File: src/hdl/shp_pkg.sv
`default_nettype none

package shp_pkg;

    localparam logic [7:0]  SYNC_C        = 8'h43;
    localparam logic [7:0]  SYNC_P        = 8'h50;
    localparam logic [7:0]  SYNC_NUL      = 8'h00;
    localparam logic [9:0]  SYNC_BYTES    = 10'd4;
    localparam logic [9:0]  HEADER_BYTES  = 10'd8;
    localparam logic [9:0]  PAYLOAD_START = SYNC_BYTES + HEADER_BYTES;
    localparam logic [15:0] MAX_PAYLOAD   = 16'd512;

    localparam int CFG_ADDR_W = 1;
    localparam int CFG_DATA_W = 3;

    localparam logic [CFG_ADDR_W-1:0] CFG_LENGTH_OFFSET    = 1'd0;
    localparam logic [CFG_ADDR_W-1:0] CFG_LENGTH_MSB_FIRST = 1'd1;

    localparam int M_TDATA_W = 40;

    typedef enum logic [2:0] {
        PH_HUNT,
        PH_P1,
        PH_P2,
        PH_NUL,
        PH_HEADER,
        PH_DATA,
        PH_CHECK
    } shp_phase_t;

    typedef struct packed {
        logic [7:0]  byte_value;
        logic [9:0]  byte_position;
        logic        frame_end;
        logic        frame_valid;
        logic [15:0] payload_length;
    } shp_result_t;

endpackage

`default_nettype wire

File: src/hdl/shp_in_stage.sv
`default_nettype none

module shp_in_stage (
    input  wire        aclk,
    input  wire        aresetn,
    input  wire        s_tvalid,
    output logic       s_tready,
    input  wire  [7:0] s_tdata,
    input  wire        take,
    output logic       in_valid,
    output logic [7:0] in_byte
);

    logic       valid_reg;
    logic       valid_next;
    logic [7:0] byte_reg;

    assign s_tready   = !valid_reg || take;
    assign valid_next = (s_tvalid && s_tready) || (valid_reg && !take);

    always_ff @(posedge aclk) begin
        if (!aresetn) begin
            valid_reg <= 1'b0;
        end else begin
            valid_reg <= valid_next;
        end
    end

    always_ff @(posedge aclk) begin
        if (s_tvalid && s_tready) begin
            byte_reg <= s_tdata;
        end
    end

    assign in_valid = valid_reg;
    assign in_byte  = byte_reg;

endmodule

`default_nettype wire

File: src/hdl/shp_parse.sv
`default_nettype none

module shp_parse (
    input  wire                                aclk,
    input  wire                                aresetn,
    input  wire                                cfg_wr_en,
    input  wire  [shp_pkg::CFG_ADDR_W-1:0]     cfg_addr,
    input  wire  [shp_pkg::CFG_DATA_W-1:0]     cfg_wdata,
    input  wire                                take,
    input  wire  [7:0]                         in_byte,
    output shp_pkg::shp_result_t               result
);

    shp_pkg::shp_phase_t phase_reg;
    shp_pkg::shp_phase_t phase_next;
    logic [7:0]  sum_reg;
    logic [7:0]  sum_next;
    logic [9:0]  cnt_reg;
    logic [9:0]  cnt_next;
    logic [15:0] len_reg;
    logic [15:0] len_next;
    logic [2:0]  len_off_reg;
    logic        len_msb_reg;

    logic [7:0]  sum_add;
    logic [9:0]  cnt_inc;
    logic        hdr_last;
    logic [15:0] len_cap;
    logic        hit_first;
    logic        hit_second;

    always_ff @(posedge aclk) begin
        if (!aresetn) begin
            len_off_reg <= '0;
            len_msb_reg <= 1'b0;
        end else if (cfg_wr_en) begin
            case (cfg_addr)
                shp_pkg::CFG_LENGTH_OFFSET: begin
                    len_off_reg <= cfg_wdata[2:0];
                end
                shp_pkg::CFG_LENGTH_MSB_FIRST: begin
                    len_msb_reg <= cfg_wdata[0];
                end
                default: begin
                end
            endcase
        end
    end

    assign sum_add    = sum_reg + in_byte;
    assign cnt_inc    = cnt_reg + 10'd1;
    assign hdr_last   = cnt_inc >= shp_pkg::HEADER_BYTES;
    assign hit_first  = cnt_reg == {7'd0, len_off_reg};
    assign hit_second = cnt_reg == {6'd0, {1'b0, len_off_reg} + 4'd1};

    always_comb begin
        len_cap = len_reg;
        if (hit_first) begin
            if (len_msb_reg) begin
                len_cap = {in_byte, len_reg[7:0]};
            end else begin
                len_cap = {len_reg[15:8], in_byte};
            end
        end else if (hit_second) begin
            if (len_msb_reg) begin
                len_cap = {len_reg[15:8], in_byte};
            end else begin
                len_cap = {in_byte, len_reg[7:0]};
            end
        end
    end

    always_comb begin
        case (phase_reg)
            shp_pkg::PH_HUNT: begin
                phase_next = (in_byte == shp_pkg::SYNC_C) ? shp_pkg::PH_P1 : shp_pkg::PH_HUNT;
            end
            shp_pkg::PH_P1: begin
                phase_next = (in_byte == shp_pkg::SYNC_P) ? shp_pkg::PH_P2 : shp_pkg::PH_HUNT;
            end
            shp_pkg::PH_P2: begin
                phase_next = (in_byte == shp_pkg::SYNC_P) ? shp_pkg::PH_NUL : shp_pkg::PH_HUNT;
            end
            shp_pkg::PH_NUL: begin
                phase_next = (in_byte == shp_pkg::SYNC_NUL) ? shp_pkg::PH_HEADER
                                                             : shp_pkg::PH_HUNT;
            end
            shp_pkg::PH_HEADER: begin
                if (!hdr_last) begin
                    phase_next = shp_pkg::PH_HEADER;
                end else if (len_cap > shp_pkg::MAX_PAYLOAD) begin
                    phase_next = shp_pkg::PH_HUNT;
                end else if (len_cap == 16'd0) begin
                    phase_next = shp_pkg::PH_CHECK;
                end else begin
                    phase_next = shp_pkg::PH_DATA;
                end
            end
            shp_pkg::PH_DATA: begin
                phase_next = ({6'd0, cnt_inc} >= len_reg) ? shp_pkg::PH_CHECK
                                                          : shp_pkg::PH_DATA;
            end
            shp_pkg::PH_CHECK: begin
                phase_next = shp_pkg::PH_HUNT;
            end
            default: begin
                phase_next = shp_pkg::PH_HUNT;
            end
        endcase
    end

    always_comb begin
        sum_next              = sum_reg;
        cnt_next              = cnt_reg;
        len_next              = len_reg;
        result.byte_value     = in_byte;
        result.byte_position  = 10'd0;
        result.frame_end      = 1'b0;
        result.frame_valid    = 1'b0;
        case (phase_reg)
            shp_pkg::PH_HUNT: begin
                sum_next = in_byte;
            end
            shp_pkg::PH_P1: begin
                sum_next             = sum_add;
                result.byte_position = 10'd1;
            end
            shp_pkg::PH_P2: begin
                sum_next             = sum_add;
                result.byte_position = 10'd2;
            end
            shp_pkg::PH_NUL: begin
                sum_next             = sum_add;
                cnt_next             = 10'd0;
                result.byte_position = 10'd3;
                if (in_byte == shp_pkg::SYNC_NUL) begin
                    len_next = 16'd0;
                end
            end
            shp_pkg::PH_HEADER: begin
                sum_next             = sum_add;
                len_next             = len_cap;
                cnt_next             = hdr_last ? 10'd0 : cnt_inc;
                result.byte_position = shp_pkg::SYNC_BYTES + cnt_reg;
            end
            shp_pkg::PH_DATA: begin
                sum_next             = sum_add;
                cnt_next             = cnt_inc;
                result.byte_position = shp_pkg::PAYLOAD_START + cnt_reg;
            end
            shp_pkg::PH_CHECK: begin
                result.byte_position = shp_pkg::PAYLOAD_START + len_reg[9:0];
                result.frame_end     = 1'b1;
                result.frame_valid   = sum_add == 8'd0;
            end
            default: begin
            end
        endcase
        result.payload_length = len_next;
    end

    always_ff @(posedge aclk) begin
        if (!aresetn) begin
            phase_reg <= shp_pkg::PH_HUNT;
            sum_reg   <= '0;
            cnt_reg   <= '0;
            len_reg   <= '0;
        end else if (take) begin
            phase_reg <= phase_next;
            sum_reg   <= sum_next;
            cnt_reg   <= cnt_next;
            len_reg   <= len_next;
        end
    end

endmodule

`default_nettype wire

File: src/hdl/shp_out_stage.sv
`default_nettype none

module shp_out_stage (
    input  wire                                aclk,
    input  wire                                aresetn,
    input  wire                                in_valid,
    input  wire  shp_pkg::shp_result_t         result,
    output logic                               out_ready,
    output logic                               m_tvalid,
    input  wire                                m_tready,
    output logic [shp_pkg::M_TDATA_W-1:0]      m_tdata,
    output logic                               m_tlast,
    output logic                               m_tuser
);

    logic                 valid_reg;
    logic                 valid_next;
    shp_pkg::shp_result_t result_reg;

    assign out_ready  = !valid_reg || m_tready;
    assign valid_next = in_valid || (valid_reg && !m_tready);

    always_ff @(posedge aclk) begin
        if (!aresetn) begin
            valid_reg <= 1'b0;
        end else begin
            valid_reg <= valid_next;
        end
    end

    always_ff @(posedge aclk) begin
        if (in_valid && out_ready) begin
            result_reg <= result;
        end
    end

    assign m_tvalid = valid_reg;
    assign m_tdata  = {6'd0, result_reg.payload_length, result_reg.byte_position,
                       result_reg.byte_value};
    assign m_tlast  = result_reg.frame_end;
    assign m_tuser  = result_reg.frame_valid;

endmodule

`default_nettype wire

File: src/hdl/sync_header_frame_parser.sv
// An input transfer passes the input register, parse logic and result register to the m_ side.
// Throughput: one byte per cycle while m_tready does not stall the result register.
// Each byte gives exactly one result transfer.
// Reset (aresetn low, synchronous): both stages empty, parser hunting for sync,
// sum, counter, captured length and config registers cleared.
`default_nettype none

module sync_header_frame_parser (
    input  wire                                aclk,
    input  wire                                aresetn,
    input  wire                                cfg_wr_en,
    input  wire  [shp_pkg::CFG_ADDR_W-1:0]     cfg_addr,
    input  wire  [shp_pkg::CFG_DATA_W-1:0]     cfg_wdata,
    input  wire                                s_tvalid,
    output logic                               s_tready,
    input  wire  [7:0]                         s_tdata,   // data_byte
    output logic                               m_tvalid,
    input  wire                                m_tready,
    // byte_value[7:0], byte_position[17:8], payload_length[33:18], zero pad
    output logic [shp_pkg::M_TDATA_W-1:0]      m_tdata,
    output logic                               m_tlast,   // frame_end
    output logic                               m_tuser    // frame_valid
);

    logic                 in_valid;
    logic [7:0]           in_byte;
    logic                 out_ready;
    logic                 take;
    shp_pkg::shp_result_t result;

    assign take = in_valid && out_ready;

    shp_in_stage u_in (
        .aclk     (aclk),
        .aresetn  (aresetn),
        .s_tvalid (s_tvalid),
        .s_tready (s_tready),
        .s_tdata  (s_tdata),
        .take     (take),
        .in_valid (in_valid),
        .in_byte  (in_byte)
    );

    shp_parse u_parse (
        .aclk      (aclk),
        .aresetn   (aresetn),
        .cfg_wr_en (cfg_wr_en),
        .cfg_addr  (cfg_addr),
        .cfg_wdata (cfg_wdata),
        .take      (take),
        .in_byte   (in_byte),
        .result    (result)
    );

    shp_out_stage u_out (
        .aclk      (aclk),
        .aresetn   (aresetn),
        .in_valid  (in_valid),
        .result    (result),
        .out_ready (out_ready),
        .m_tvalid  (m_tvalid),
        .m_tready  (m_tready),
        .m_tdata   (m_tdata),
        .m_tlast   (m_tlast),
        .m_tuser   (m_tuser)
    );

endmodule

`default_nettype wire

File: config.mk
export PLATFORM = sky130hd
export DESIGN_NAME = sync_header_frame_parser
export DESIGN_NICKNAME = d
export VERILOG_FILES = /design/src/hdl/shp_pkg.sv /design/src/hdl/shp_in_stage.sv /design/src/hdl/shp_parse.sv /design/src/hdl/shp_out_stage.sv /design/src/hdl/sync_header_frame_parser.sv
export SDC_FILE = /design/constraint.sdc
export NUM_CORES = 1
export LEC_CHECK = 0
export BUFFER_PORTS_ARGS = -buffer_cell sky130_fd_sc_hd__buf_2
export CAP_MARGIN = 20
export CELL_PAD_IN_SITES_DETAIL_PLACEMENT = 2
export CELL_PAD_IN_SITES_GLOBAL_PLACEMENT = 2
export CORE_MARGIN = 1
export CORE_UTILIZATION = 37
export CTS_CLUSTER_DIAMETER = 60
export DETAILED_ROUTE_END_ITERATION = 7
export PLACE_DENSITY_LB_ADDON = 0.15
export SYNTH_ARGS = -nofsm -noshare
export SYNTH_HDL_FRONTEND = slang
export SYNTH_HIERARCHICAL = 1
export SYNTH_SLANG_ARGS = --single-unit
export TNS_END_PERCENT = 20
File: constraint.sdc
create_clock -name aclk -period 3.4 [get_ports aclk]
set_clock_uncertainty 0.05 [all_clocks]
set_input_delay 0.17 -clock aclk [delete_from_list [all_inputs] [get_ports aclk]]
set_output_delay 0.17 -clock aclk [all_outputs]
set_load 0.02 [all_outputs]
# After elaboration in Yosys (flattened, before gate mapping)
# Index checks and enable logic that the tools add are counted.
# totals
output_inout_bits	44
reg_bits	87
# op_classes
bitwise	1
reduce_logical	23
muxes	20
order_cmp	3
n_eq_ne	10
add_sub_neg	6
# op_table
operator	count
$mux W16	5
$pmux W10 S6	1
$pmux W16 S2	1
$pmux W10 S3	1
$add A4 B10 Y10 const A	2
$pmux W3 S6	1
$eq A8 B7 Y1 const B	2
$ge A10 B16 Y1	1
$gt A16 B10 Y1 const B	1
$logic_not A16 Y1	1
$logic_not A8 Y1	2
$pmux W8 S2	1
$add A10 B1 Y10 const B	1
$add A3 B10 Y10 const A	1
$eq A10 B3 Y1	1
$eq A10 B4 Y1	1
$ge A10 B4 Y1 const B	1
$mux W10	1
$mux W2	5
$eq A3 B3 Y1 const B	3
$mux W3	3
$add A8 B8 Y8	1
$reduce_and A2 Y1	4
$eq A3 B2 Y1 const B	2
11 further kinds	20

# Logic depth before layout (Yosys ltp)
# depth
ltp_word	9
ltp_mapped	11
mapped_depth_nobuf	11

# By module
# The synthesis kept the hierarchy.
# modules_own_cells
module	area_per_inst_um2	instances	cells_per_inst	seq_area_each_um2
shp_parse	3679.8	1	476	820.8
shp_out_stage	1187.4	1	48	1101.1
shp_in_stage	297.8	1	13	260.2
sync_header_frame_parser	6.3	1	1	0.0

# Worst setup path before layout
# OpenSTA, ideal clock, no wires.
# synth_timing
path_type	flip-flop to flip-flop
from	register u_in.byte_reg[1], in the netlist u_in/in_byte[1]
to	register u_out.result_reg, in the netlist u_out/m_tuser, data pin
slack_ns	0.783
stages_incl_launch_ff	7
period_less_slack_ns	2.617
t_arrival_ns	2.400
n_path_buf	0
setup_ns	0.167
cell_sequence	edfxtp_1 inv_1 fa_1 xnor2_1 or4b_2 or4_1 a211oi_1
# synth_between
elab_chain_len	2
# synth_lines
item	line_no	rtl
start, declared	shp_in_stage.sv:16	logic [7:0] byte_reg;
start signal, assigned	shp_in_stage.sv:31	byte_reg <= s_tdata;
$add A8 B8 Y8	shp_parse.sv:50	assign sum_add = sum_reg + in_byte;
$logic_not A8 Y1	shp_parse.sv:154	result.frame_valid = sum_add == 8'd0;
end signal, assigned	shp_out_stage.sv:33	result_reg <= result;
end, declared	shp_out_stage.sv:18	shp_pkg::shp_result_t result_reg;
# No other way between the ends.
# A chain may end at the register's enable or synchronous reset.

# Worst setup path after layout
# layout_timing
from	register u_parse.cnt_reg[3]
to	register u_parse.phase_reg[0]
# layout_between
elab_chain_len	8
elab_cells_between_ends	14
# layout_lines
item	line_no	rtl
start, declared	shp_parse.sv:18	logic [9:0] cnt_reg;
start signal, assigned	shp_parse.sv:171	cnt_reg <= cnt_next;
branches (longest 7 deep; another with $ge A10 B16 Y1)	-	
$pmux W3 S6 *	shp_parse.sv:74	case (phase_reg)
end signal, assigned	shp_parse.sv:164	phase_reg <= shp_pkg::PH_HUNT;
end signal, assigned	shp_parse.sv:169	phase_reg <= phase_next;
end, declared	shp_parse.sv:14	shp_pkg::shp_phase_t phase_reg;
# Every way passes the cells marked *.

==> impl_metrics.py <==
metrics = {
    "synth": {
        "ys_seq_area_share_pct": 42.2,
        "synth_simple_gate_area_share_pct": 18.9,
        "synthAdderAreaFrac_pct": 5.71,
        "synth_area_mm2": 0.00517,
        "synthMostInstantiatedCell": "edfxtp_1",
        "ys_warn_count": 6,
        "synthFlopType": "edfxtp_1",
        "yosys-top-cells-count": "44 x edfxtp_1, 43 x dfxtp_1, 42 x nand2_1, 33 x nor2_1, 29 x a21oi_1",
        "synth-compound-area-share_pct": 17.9,
        "synth_cells": 538,
        "yosys.area.top_type": "edfxtp_1",
        "synth_area_leaders": "edfxtp_1 26%, dfxtp_1 17%, ha_1 5.3%",
        "synthDistinctLibCells": 69,
        "syn_area_per_cell_um2": 9.61,
        "synth_xor_area_share_pct": 4.74,
        "async_flop_share_pct": 0,
        "ys_seq_elements": 87,
        "synthMuxAreaShare_pct": 3.90,
        "synth_top_family_by_area": "simple AND/OR/NAND/NOR gates",
        "yosysTopAreaCellShare_pct": 25.6,
        "synth_edf_count": 44,
    },
    "cts": {
        "root_buffer": "clkbuf_16",
        "htree_levels": 3,
        "cts_made_buffers": 9,
        "cts_tree": "yes",
        "cts_hold_buf": 8,
        "clk_latency_ns": 0.35,
        "post_cts_buffers": 0,
        "clkTransAtPathRegs_ns": 0.06,
        "clock_tree.buffer_depth": 2,
        "clock-sinks": 87,
        "cts.repair.resized": 0,
    },
    "timing": {
        "slew-limit-headroom_pct": 44.3,
        "finalHoldViolCount": 0,
        "slew_viol_final": 0,
        "period_needed_ns": 3.14,
        "fin_setup_tns_ns": 0,
        "tightest_slew_ns": 0.827,
        "setup_violations": 0,
        "max_freq_mhz": 319,
        "fin_ws_ns": 0.262,
        "fin_crit_sh_pct": 92.3,
        "rsz0062_at_grt": "no",
    },
    "placement": {
        "place_congestion": 0.872,
        "port_buffers": 54,
        "dp_hpwl_mm": 11.9,
        "pre_cts_ws_ns": 0.307,
    },
    "cells_and_area": {
        "antenna_cells": 0,
        "fin_nets": 632,
        "syn_to_final_growth_pct": 15.4,
        "largest_reg_flops": 34,
        "drive_gt1_share_pct": 17.9,
    },
    "routing": {
        "num_vias": 4443,
        "first_iter_violations": 230,
        "first_pass_iters": 4,
        "wirelength_mm": 17.0,
        "ant_nets": 0,
        "drcViolationCount": 0,
        "drt-wirelength-per-cell_um": 21.9,
        "viasPerCell": 5.75,
    },
    "setup_path": {
        "crit_chain": "nand3_1, or3_1, nand2_1, ha_1, a2111o_1, a31oi_1, o21a_1, o21ai_0, o211ai_1, a32o_1",
        "criticalPathCategory": "reg -> reg",
        "reg2regPathDepth": 10,
        "ff2ff_setup_slack_ns": 0.26,
        "r2r-end": "u_parse/phase_reg[0]$_SDFFE_PN0P_",
        "crit_path_max_fanout": 10,
        "path_buf_inv": 0,
        "critical-path-top-delay-family": "compound AO/OA/AOI/OAI gates",
        "worstReg2RegStart": "u_parse/cnt_reg[3]$_SDFFE_PN0P_",
        "worstPathRequired_ns": 3.64,
        "endpoint_kind": "register",
        "cp_data_arrival_time_ns": 3.37,
        "cp_slowest_stage_delay_ns": 0.56,
        "cp_num_cells": 10,
        "cp_slowest_cell": "dfxtp_1",
        "critPathLaunchType": "register",
    },
    "hold_path": {
        "hold_path.class": "in -> reg",
        "whs_endpoint": "u_in/in_valid$_SDFF_PN0_",
        "holdPathStages": 3,
        "holdCritStartpoint": "s_tvalid",
    },
    "pwr": {
        "power_w": 0.00246,
        "peakVddDrop_mv": 0.203,
        "clkPwrFrac_pct": 40.9,
        "leakagePower_nw": 2.25,
        "p_per_area_mw_per_mm2": 413,
        "switchingPower_w": 0.000643,
        "intPower_w": 0.00182,
        "switching_share_pct": 26.1,
        "power.share.combinational_pct": 11.3,
        "seqPwrFrac_pct": 47.8,
    },
    "die": {
        "die_y_um": 120,
        "die_area_mm2": 0.0145,
        "io_pins": 61,
        "start_util_pct": 38.4,
        "die_x_um": 120,
        "row_count": 42,
        "core_area_mm2": 0.0135,
    },
    "grt": {
        "overflow": 0,
        "grt_pass1_vias": 4802,
        "grt_pass1_wl_mm": 26.8,
        "grt_max_degree": 37,
        "antenna_found_initial": 0,
        "grtUsageTotal_pct": 24.4,
    },
    "run": {
        "max-cap-violations": 0,
    },
    "outcome": {
        "status": "finished, final reports clean",
    },
}
## worst reg2reg max path, cell delays in order, from the launching register on
cell	delay, ns
dfxtp_1	0.56
nand3_1	0.41
or3_1	0.46
nand2_1	0.08
ha_1	0.26
a2111o_1	0.43
a31oi_1	0.19
o21a_1	0.14
o21ai_0	0.11
o211ai_1	0.20
a32o_1	0.20
## cell usage in the layout, fill, tap and decap left out, types with 22 or more instances in the layout
master,synthesis,layout
dfxtp_1,43,43
ha_1,22,22
buf_2,5,54
nand2_1,42,42
inv_1,24,24
a21oi_1,29,29
buf_4,14,22
edfxtp_1,44,44
nor2_1,33,33
nand3_1,28,28
## cell families after synthesis
| family | after synthesis |
|---|---|
| mux | 20 |
| fa+ha+maj | 23 |
| simple gates | 180 |
| buf+inv | 71 |
| compound gates | 128 |
| other cells | 1 |
| xor+xnor | 28 |
| flops | 87 |
## cell type report
cell class,count,area [um^2]
fillers,1508,7480
inverters,25,93.8
clock buffers,11,233
multi-input cells,385,2670
repair buffers,84,515
well taps,176,220
clock inverters,5,56.3
flip-flops and latches,87,2180
## routing by layer
layer | part of all wire (%) | wire [um] | up-vias | track usage (%)
met5 | 0 | 0 | - | 0
met4 | 2.2 | 369 | 0 | 9.49
met3 | 3.9 | 661 | 31 | 3.77
met2 | 49 | 8360 | 104 | 41.7
met1 | 45 | 7570 | 2249 | 31.0
li1 | - | - | 2059 | -
## how the worst max path moves through the flow
stage / from / slack, ns / endpoint
finish: u_parse/cnt_reg[3]$_SDFFE_PN0P_ / 0.26 / u_parse/phase_reg[0]$_SDFFE_PN0P_
CTS: u_parse/cnt_reg[3]$_SDFFE_PN0P_ / 0.25 / u_parse/phase_reg[0]$_SDFFE_PN0P_
floorplan: u_in/in_byte[1]$_DFFE_PP_ / 0.78 / u_out/m_tuser$_DFFE_PP_
detailed placement: u_parse/cnt_reg[3]$_SDFFE_PN0P_ / 0.31 / u_parse/phase_reg[0]$_SDFFE_PN0P_
global placement: u_in/in_byte[1]$_DFFE_PP_ / 0.44 / u_out/m_tuser$_DFFE_PP_
global route: u_parse/cnt_reg[3]$_SDFFE_PN0P_ / 0.09 / u_parse/phase_reg[0]$_SDFFE_PN0P_
## power by group through the flow
stage,Sequential [W],Clock (W),Combinational (W)
floorplan,0.00122,0,0.000162
global placement,0.00120,0,0.000259
detailed placement,0.00120,0,0.000271
CTS,0.00118,0.00103,0.000281
global route,0.00118,0.00107,0.000302
finish,0.00118,0.00101,0.000279
## metrics by stage
step / cells / hold WS [ns] / cell area, um^2 / utilization [%]
after floorplan: 543 / 0.219 / 5190 / -
after global placement: 749 / 0.298 / 5600 / 41.6
after detailed placement: 749 / 0.304 / 5600 / 41.6
after CTS: 773 / 0.0164 / 5970 / 44.4
after global routing: 773 / 0.0260 / 5970 / 44.4
final: 773 / 0.0185 / 5970 / 44.4
No activity file was read; power rests on OpenSTA's default activity.
